--- src/hdl/bmrt_pkg.sv ---
// Package for the binned minimum record tracker.
// Holds the command, status and register codes and the record type; no dependencies.
`timescale 1ns / 1ps
package bmrt_pkg;
    localparam logic CMD_INSERT = 1'b0;
    localparam logic CMD_READ   = 1'b1;

    localparam logic [1:0] ST_NEW  = 2'd0;
    localparam logic [1:0] ST_KEPT = 2'd1;
    localparam logic [1:0] ST_ERR  = 2'd2;
    localparam logic [1:0] ST_READ = 2'd3;

    localparam logic [1:0] REG_WIDTH = 2'd0;
    localparam logic [1:0] REG_MIN   = 2'd1;
    localparam logic [1:0] REG_BINS  = 2'd2;

    typedef struct packed {
        logic [47:0] area;
        logic [47:0] vol;
        logic [7:0]  ls;
        logic [7:0]  lb;
        logic [31:0] rs;
        logic [31:0] rb;
        logic [31:0] rg;
        logic [31:0] energy;
    } rec_t;
endpackage

--- src/hdl/bmrt_front.sv ---
// Front end: accepts words, computes the bin by serial division, range checks.
// Depends on bmrt_pkg.
`timescale 1ns / 1ps
module bmrt_front #(
    parameter int BINS = 1024,
    parameter int BW = 10
) (
    input  logic                 clk,
    input  logic                 rst_n,
    input  logic                 in_valid,
    output logic                 in_ready,
    input  logic                 command,
    input  logic [23:0]          particle_count,
    input  bmrt_pkg::rec_t       in_rec,
    input  logic [9:0]           read_bin,
    input  logic [15:0]          bin_width,
    input  logic [23:0]          min_count,
    input  logic [10:0]          bins_in_use,
    output logic                 q_valid,
    input  logic                 q_ready,
    output logic                 q_cmd,
    output logic                 q_err,
    output logic [BW-1:0]        q_bin,
    output logic [9:0]           q_idx,
    output bmrt_pkg::rec_t       q_rec
);
    import bmrt_pkg::*;

    localparam logic [2:0] S_IDLE = 3'd0;
    localparam logic [2:0] S_DIV1 = 3'd1;
    localparam logic [2:0] S_RND  = 3'd2;
    localparam logic [2:0] S_DIV2 = 3'd3;
    localparam logic [2:0] S_CHK  = 3'd4;
    localparam logic [2:0] S_OUT  = 3'd5;

    logic [2:0]  state_reg, state_next;
    logic [23:0] quo_reg;
    logic [24:0] rem_reg;
    logic [24:0] num_reg;
    logic [4:0]  cnt_reg;
    logic        cmd_reg, err_reg;
    logic [9:0]  rbin_reg;
    rec_t        rec_reg;
    logic [16:0] w;
    logic [25:0] trial;
    logic [41:0] prod;
    logic [16:0] lim;

    assign w = (bin_width == 16'd0) ? 17'd1 : {1'b0, bin_width};
    assign lim = ({6'd0, bins_in_use} > 17'(BINS)) ? 17'(BINS) : {6'd0, bins_in_use};
    assign trial = {rem_reg, num_reg[24]} - {9'd0, w};
    assign prod = {18'd0, quo_reg} * {25'd0, w};
    assign in_ready = (state_reg == S_IDLE);

    always_comb
    begin
        state_next = state_reg;
        unique case (state_reg)
            S_IDLE: if (in_valid) state_next = command ? S_CHK : S_DIV1;
            S_DIV1: if (cnt_reg == 5'd0) state_next = S_RND;
            S_RND:  state_next = S_DIV2;
            S_DIV2: if (cnt_reg == 5'd0) state_next = S_CHK;
            S_CHK:  state_next = S_OUT;
            S_OUT:  if (q_ready) state_next = S_IDLE;
            default: state_next = S_IDLE;
        endcase
    end

    always_ff @(posedge clk or negedge rst_n)
    begin
        if (!rst_n)
        begin
            state_reg <= S_IDLE;
        end
        else
        begin
            state_reg <= state_next;
        end
    end

    always_ff @(posedge clk)
    begin
        unique case (state_reg)
            S_IDLE:
            begin
                cmd_reg  <= command;
                rec_reg  <= in_rec;
                rbin_reg <= read_bin;
                num_reg  <= {1'b0, particle_count};
                rem_reg  <= 25'd0;
                quo_reg  <= 24'd0;
                cnt_reg  <= 5'd24;
                err_reg  <= 1'b0;
            end
            S_DIV1, S_DIV2:
            begin
                if (!trial[25])
                begin
                    rem_reg <= trial[24:0];
                    quo_reg <= {quo_reg[22:0], 1'b1};
                end
                else
                begin
                    rem_reg <= {rem_reg[23:0], num_reg[24]};
                    quo_reg <= {quo_reg[22:0], 1'b0};
                end
                num_reg <= {num_reg[23:0], 1'b0};
                cnt_reg <= cnt_reg - 5'd1;
            end
            S_RND:
            begin
                // rounded = (q + half) * w, minus min_count, divide again
                if ({rem_reg[23:0], 1'b0} >= {8'd0, w})
                begin
                    if (prod + {25'd0, w} < {18'd0, min_count}) err_reg <= 1'b1;
                    num_reg <= 25'(prod + {25'd0, w} - {18'd0, min_count});
                end
                else
                begin
                    if (prod < {18'd0, min_count}) err_reg <= 1'b1;
                    num_reg <= 25'(prod - {18'd0, min_count});
                end
                rem_reg <= 25'd0;
                quo_reg <= 24'd0;
                cnt_reg <= 5'd24;
            end
            S_CHK:
            begin
                if (cmd_reg == CMD_READ)
                begin
                    err_reg <= ({7'd0, rbin_reg} >= lim);
                    quo_reg <= {14'd0, rbin_reg};
                end
                else if ({1'b0, quo_reg} >= {8'd0, lim})
                begin
                    err_reg <= 1'b1;
                end
            end
            default: ;
        endcase
    end

    assign q_valid = (state_reg == S_OUT);
    assign q_cmd   = cmd_reg;
    assign q_err   = err_reg;
    assign q_bin   = BW'(quo_reg);
    assign q_idx   = quo_reg[9:0];
    assign q_rec   = rec_reg;
endmodule

--- config.mk ---
export PLATFORM = sky130hd
export DESIGN_NAME = bmrt_front
export DESIGN_NICKNAME = d
export VERILOG_FILES = /design/src/hdl/bmrt_pkg.sv /design/src/hdl/bmrt_front.sv
export SDC_FILE = /design/constraint.sdc
export NUM_CORES = 1
export LEC_CHECK = 0
export ABC_AREA = 1
export BUFFER_PORTS_ARGS = -buffer_cell sky130_fd_sc_hd__buf_2
export CORE_ASPECT_RATIO = 0.6
export CORE_UTILIZATION = 40
export CTS_CLUSTER_DIAMETER = 120
export DETAILED_ROUTE_END_ITERATION = 16
export HOLD_SLACK_MARGIN = 0.1
export PLACE_DENSITY = 0.67
export SETUP_SLACK_MARGIN = 0.05
export SYNTH_ARGS = -nofsm -noshare
export SYNTH_HDL_FRONTEND = slang
export SYNTH_SLANG_ARGS = --single-unit
--- constraint.sdc ---
create_clock -name clk -period 26.2 [get_ports clk]
set_input_delay 2.62 -clock clk [delete_from_list [all_inputs] [get_ports clk]]
set_output_delay 2.62 -clock clk [all_outputs]
set_load 0.01 [all_outputs]
Word-level counts from Yosys, hierarchy flattened. Index checks and enable logic that the tools add are counted.

Register bits: 334. Input port bits: 330. Output and inout bits: 264. Word-level logic and storage cells: 75.

Add/subtract/negate cells: 5. $mul: 1. $lt $le $gt $ge: 6. Eq/ne operators: 13. Muxes and demuxes: 22. Reductions and logical operators: 12.

Operators with widths (number): case mux 25 bit (3 select lines) (1); case mux 24 bit (3 select lines) (1); 2-to-1 mux 25 bit (2); case mux 25 bit (2 select lines) (1); subtractor 25 x 24 -> 25 bit (2); adder 40 x 16 -> 41 bit (1); < comparator 41 x 24 -> 1 bit (1); < comparator 40 x 24 -> 1 bit (1); multiplier 24 x 16 -> 40 bit (1); subtractor 26 x 16 -> 26 bit (1); >= comparator 25 x 16 -> 1 bit (1); >= comparator 24 x 11 -> 1 bit (1); 2-to-1 mux 24 bit (1); case mux 3 bit (6 select lines) (1); zero test 16 bit (1); 2-to-1 mux 16 bit (1); 2-to-1 mux 3 bit (5); >= comparator 10 x 11 -> 1 bit (1); > comparator 11 bit (second input constant) (1); 2-to-1 mux 11 bit (1); case mux 5 bit (2 select lines) (1); inequality test 3 bit (second input constant) (3); nonzero test 3 bit (3); inequality test 2 bit (second input constant) (4); other kinds (13) (22).

Logic depth before layout (Yosys ltp).
Word-level depth: 8. Depth in mapped cells: 47. Gate-level depth less buffers: 45.

Least setup slack after synthesis. No wires, ideal clock.

Path kind: reg-to-output. From: register state_reg[0]. To: output in_ready. Arrival time: 11.192 ns. Required time: 23.580 ns. Setup slack: 12.388 ns. Stages on the path, launching flop included: 4. Path buffers: 0. Cells stage by stage: dfrtp_1 > nor2_1 > inv_1 > nor2_1.

Cells in the longest elaborated chain, start to end: 1.

RTL lines: from (decl) (line bmrt_front.sv:36) `logic [2:0] state_reg, state_next;`; from (signal assigned) (line bmrt_front.sv:77) `state_reg <= state_next;`; zero test 3 bit (line bmrt_front.sv:53) `assign in_ready = (state_reg == S_IDLE);`; to (decl) (line bmrt_front.sv:11) `output logic in_ready,`.

No other way between the ends.

Final worst setup path.
From: input bin_width[8]. To: register num_reg[21] (data pin).

Cells in the longest elaborated chain, start to end: 7. Elaborated cells between the ends (all ways): 9. Classes of those cells: 3 x add/sub; 1 x mul; 1 x order compare; 3 x mux; 1 x reduce/logical.

RTL lines: from (decl) (line bmrt_front.sv:16) `input logic [15:0] bin_width,`; zero test 16 bit (line bmrt_front.sv:49) `assign w = (bin_width == 16'd0) ? 17'd1 : {1'b0, bin_width};`; 2-to-1 mux 16 bit * (line bmrt_front.sv:49); multiplier 24 x 16 -> 40 bit (line bmrt_front.sv:52) `assign prod = {18'd0, quo_reg} * {25'd0, w};`; adder 40 x 16 -> 41 bit (line bmrt_front.sv:116) `num_reg <= 25'(prod + {25'd0, w} - {18'd0, min_count});`; subtractor 25 x 24 -> 25 bit (line bmrt_front.sv:116); 2-to-1 mux 25 bit * (line bmrt_front.sv:113) `if ({rem_reg[23:0], 1'b0} >= {8'd0, w})`; case mux 25 bit (3 select lines) * (line bmrt_front.sv:83) `unique case (state_reg)`; to (signal assigned) (line bmrt_front.sv:89) `num_reg <= {1'b0, particle_count};`; to (signal assigned) (line bmrt_front.sv:116); to (signal assigned) (line bmrt_front.sv:121) `num_reg <= 25'(prod - {18'd0, min_count});`; to (decl) (line bmrt_front.sv:39) `logic [24:0] num_reg;`.

Every way passes the cells marked *; elsewhere a longest branch is shown, timed or not. A chain may end at the register's enable or synchronous reset.

==> results.md <==
Die:
- The count of boundary I/O pins is 594.
- The die width is approximately 360 um.
- The die height is between 200 and 250 um.
- The total die area is 78,600 um2.
- The standard cell core area is 76,100 um2.
- The starting utilization of the core area is 0.407.
- In this run the core area contains 78 standard-cell rows.

Global routing:
- For this run, the total global-route usage over all layers was measured as 0.285.
- The peak-usage layer in the global routing report is met1.
- The first global-routing pass estimated 165,000 um of wire.
- For this run, global-route usage on met1 was measured as 0.415.
- The via count of the first global-routing pass came to 25,500.
- The global-route track usage on met3 is 0.126.
- The number of antenna violations at the first check in global routing is 25.
- The met2 usage in global routing is 0.376.
- Entering global routing, the biggest net connects 179 pins.
- For this run the aggregate overflow at the end of global routing stands at 0.

Clocking:
- TritonCTS built the clock tree.
- The post-CTS clock slew at the launch and capture registers of the worst setup and hold paths is about 0.070 ns.
- Clock latency on the worst-skew pair, taken at its later pin, is between 0.6 and 0.7 ns.
- Post-CTS repair changed the size of 0 cells.
- TritonCTS created 30 clock buffers.
- The deepest level of the CTS H-tree is 1.
- The buffer count from post-CTS setup fixing is 0.
- The largest buffer count on any clock path is 3.
- The buffer type at the clock tree root is sky130_fd_sc_hd__clkbuf_16.
- The count of hold-fix buffers inserted at cts is 0.
- The total clock sinks is 334.

Worst setup path:
- The kind of end point of the critical path is a register.
- For this design, the slowest cell found on the critical path is sky130_fd_sc_hd__buf_2.
- The largest incremental delay on the critical path is between 0.6 and 0.7 ns.
- The type of origin of the critical path is a primary input.
- The cell that appears most often on the critical path is sky130_fd_sc_hd__nand2_1.
- The biggest fanout along the worst timing path is 27.
- Data on the critical path is required at its endpoint by 26.59 ns.
- STA puts the critical path data arrival time at 11.29 ns.
- The critical path in this run is classified as primary input to register.

Timing:
- The number of failing hold endpoints at the final stage is 0.
- The count of pins over their slew limit is 0.
- At the pin with the least slew margin, the transition time is 1.26 ns.
- The maximum clock frequency is ~92 MHz.
- For the final database, setup skew stands at 0.0859 ns.
- Subtracting the final worst setup slack from the clock period gives 10.89 ns.
- Hold timing on the final database bottoms out at a slack of 0.555 ns.
- Setup violations remaining at the end of the flow were counted as 0.
- Setup repair after global routing left no endpoint under its margin.
- Dividing the final minimum period by the clock period gives 0.416.
- Measured against its own limit, the worst slew margin works out to 0.161.
- The final sum of negative setup slack is 0 ns.

Synthesis:
- By area the synthesized netlist is led by sky130_fd_sc_hd__edfxtp_1 (32%), sky130_fd_sc_hd__fa_1 (20%), sky130_fd_sc_hd__nand2_1 (12%), sky130_fd_sc_hd__inv_1 (10%), sky130_fd_sc_hd__ha_1 (9.5%).
- The cell count after synthesis came out at 3,614.
- In this run, distinct cell masters in the synthesized netlist total around 60.
- The number of nets handed over by synthesis was 4,488.
- The number of warnings printed during yosys synthesis is 0.
- Summed over all instances, the cell type with the most area after synthesis is sky130_fd_sc_hd__edfxtp_1.
- The netlist area before placement is 31,000 um2.
- Counting flops and latches in the post-synthesis netlist gives 334.
- Yosys mapped a number of flops with a built-in enable equal to 331.
- The area fraction of the dominant cell type after synthesis is 0.321.
- The fraction of registers with async set/reset is 0.00898.
- The average instance area after synthesis is 8.57 um2.
- Among all flip-flop cells after synthesis, the most frequent one is sky130_fd_sc_hd__edfxtp_1.
- The register area share after synthesis is 0.323.

Final layout:
- The relative area change from synthesis to final layout is 15.4%.
- The filler cells instantiated in the layout total 7,275.
- The net count of the finished layout is 4,980.
- The cell area after layout is between 30,000 and 40,000 um2.
- At the end of the flow the core is filled with cells to 0.470.
- The flip-flop count of the largest register after layout is 240.
- The proportion of layout cells with a drive suffix above 1 is 0.182.

Placed design:
- The post-detailed-placement half-perimeter wirelength is 91,900 um.
- In this run the cell area measured after placement is 34,700 um2.
- In this run the tool buffered the top-level ports with 593 buffer cells.
- The last weighted congestion value of the routability-driven placer is 1.06.

Routing:
- The routed design has 112,000 um of wire.
- The routed via count divided by cell count is between 5 and 6.
- The detailed router placed 26,700 vias in this run.
- Once detail routing completed, the nets flagged for antenna violations numbered 0.
- In the routed design, unresolved DRC markers number 0.
- The number of design-rule violations left by the first detailed-router iteration is 3,182.
- The first detailed-routing pass took 9 iterations.
- The final routed wire length divided by cell count is 21.7 um.

Min path:
- The min-delay analysis places its worst path in the category register to register.

Flow run:
- The number of violations of the max-capacitance limit is 0.

Outcome:
- The flow ran to the end, and the final reports show no timing, DRC or antenna violations.
[cells in the final DEF (no fill, tap or decap), types with 5 or more instances in the layout]
cell type	synthesis	routed
sky130_fd_sc_hd__nand2_1	950	950
sky130_fd_sc_hd__inv_1	824	823
sky130_fd_sc_hd__buf_2	1	593
sky130_fd_sc_hd__edfxtp_1	331	331
sky130_fd_sc_hd__fa_1	309	309
sky130_fd_sc_hd__ha_1	235	235
sky130_fd_sc_hd__nor2_1	183	181
sky130_fd_sc_hd__a21oi_1	141	141
sky130_fd_sc_hd__nand3_1	96	96
sky130_fd_sc_hd__o21ai_0	96	95
sky130_fd_sc_hd__nand4_1	35	35
sky130_fd_sc_hd__xor2_1	34	34
sky130_fd_sc_hd__nand2_2	32	32
sky130_fd_sc_hd__clkbuf_16	0	30
sky130_fd_sc_hd__nor2_2	21	22
sky130_fd_sc_hd__xnor2_1	21	21
sky130_fd_sc_hd__a22oi_1	19	19
sky130_fd_sc_hd__nor3_1	18	18
sky130_fd_sc_hd__buf_4	20	16
sky130_fd_sc_hd__or2_2	10	10
sky130_fd_sc_hd__diode_2	0	9
sky130_fd_sc_hd__o21bai_1	9	9
sky130_fd_sc_hd__nand3_2	8	8
sky130_fd_sc_hd__a211oi_1	8	8
sky130_fd_sc_hd__a21o_1	7	7
sky130_fd_sc_hd__nor4_1	7	7
sky130_fd_sc_hd__clkinv_1	2	7
sky130_fd_sc_hd__nor2_4	5	6
sky130_fd_sc_hd__inv_2	4	5
sky130_fd_sc_hd__o21a_1	5	5
sky130_fd_sc_hd__clkinv_2	1	5
[path summary, 6_finish.rpt]
| kind | startpoint | endpoint | slack (ns) | cells after the start |
|---|---|---|---|---|
| max in group asynchronous | rst_n | state_reg[1]$_DFFE_PN0P_ | 24.32 | 1 |
| max | bin_width[8] | num_reg[21]$_DFFE_PP_ | 15.31 | 39 |
| min reg2reg | cnt_reg[4]$_SDFFCE_PP1P_ | cnt_reg[4]$_SDFFCE_PP1P_ | 0.56 | 2 |
| max reg2reg | quo_reg[4]$_DFFE_PP_ | num_reg[21]$_DFFE_PP_ | 16.84 | 38 |
| min | cnt_reg[4]$_SDFFCE_PP1P_ | cnt_reg[4]$_SDFFCE_PP1P_ | 0.56 | 2 |
| min in group asynchronous | rst_n | state_reg[0]$_DFFE_PN0P_ | 1.76 | 1 |
[cell type report]
cell class                 instances  area, um2  share of cell area
multi-input combinational       2299      17200               0.482
sequential                       334      10000               0.280
inverter                         831       3120              0.0873
timing repair buffer             610       3110              0.0870
tap                             1000       1250              0.0350
clock buffer                      34        766              0.0214
clock inverter                    22        248             0.00693
antenna                            9       22.5            0.000630
[routing by layer]
layer / part of all wire / vias up / routed length, um
met3: 0.16 / 150 / 18200
met5: 0.0028 / - / 310
met4: 0.027 / 28 / 3040
met2: 0.38 / 1639 / 42200
met1: 0.43 / 12800 / 48000
li1: - / 12100 / -
[critical path: cells and delay by family]
| family | cells | cell delay, ns |
|---|---|---|
| AOI/OAI and AO/OA | 7 | 1.31 |
| xor gates and xnor gates | 2 | 0.69 |
| adders and majority gates | 9 | 4.19 |
| buffers and inverters | 8 | 0.98 |
| and+or+nand+nor | 13 | 1.46 |
[Yosys cell counts, types with 18 or more instances]
cell and number:
sky130_fd_sc_hd__inv_1 824, sky130_fd_sc_hd__xnor2_1 21, sky130_fd_sc_hd__buf_4 20, sky130_fd_sc_hd__edfxtp_1 331
sky130_fd_sc_hd__o21ai_0 96, sky130_fd_sc_hd__clkbuf_1 124, sky130_fd_sc_hd__nand2_2 32, sky130_fd_sc_hd__a22oi_1 19
sky130_fd_sc_hd__nor2_2 21, sky130_fd_sc_hd__nor2_1 183, sky130_fd_sc_hd__nand4_1 35, sky130_fd_sc_hd__nand3_1 96
sky130_fd_sc_hd__a21oi_1 141, sky130_fd_sc_hd__ha_1 235, sky130_fd_sc_hd__nand2_1 950, sky130_fd_sc_hd__xor2_1 34
sky130_fd_sc_hd__fa_1 309, sky130_fd_sc_hd__nor3_1 18
[metrics by stage]
stage          setup WS [ns]  cells
2_1_floorplan          12.39   3614
3_3_place_gp           15.09   5074
3_5_place_dp           14.91   5074
4_1_cts                15.54   5130
5_1_grt                14.95   5134
6_report               15.31   5139
[cells by family (layout without fill, tap and decap cells)]
kind of cell	Yosys count	in the layout	share of synthesized area
flip-flops	334	334	0.323
AO/OA/AOI/OAI	318	318	0.0587
other	0	9	0
buffers and inverters	981	1497	0.121
AND/OR/NAND/NOR	1382	1382	0.186
XOR/XNOR	55	55	0.0156
adder cells (fa/ha/maj)	544	544	0.295
Power is not shown: default switching activity piles up to over one toggle a cycle in this logic, so the estimate is an artifact.
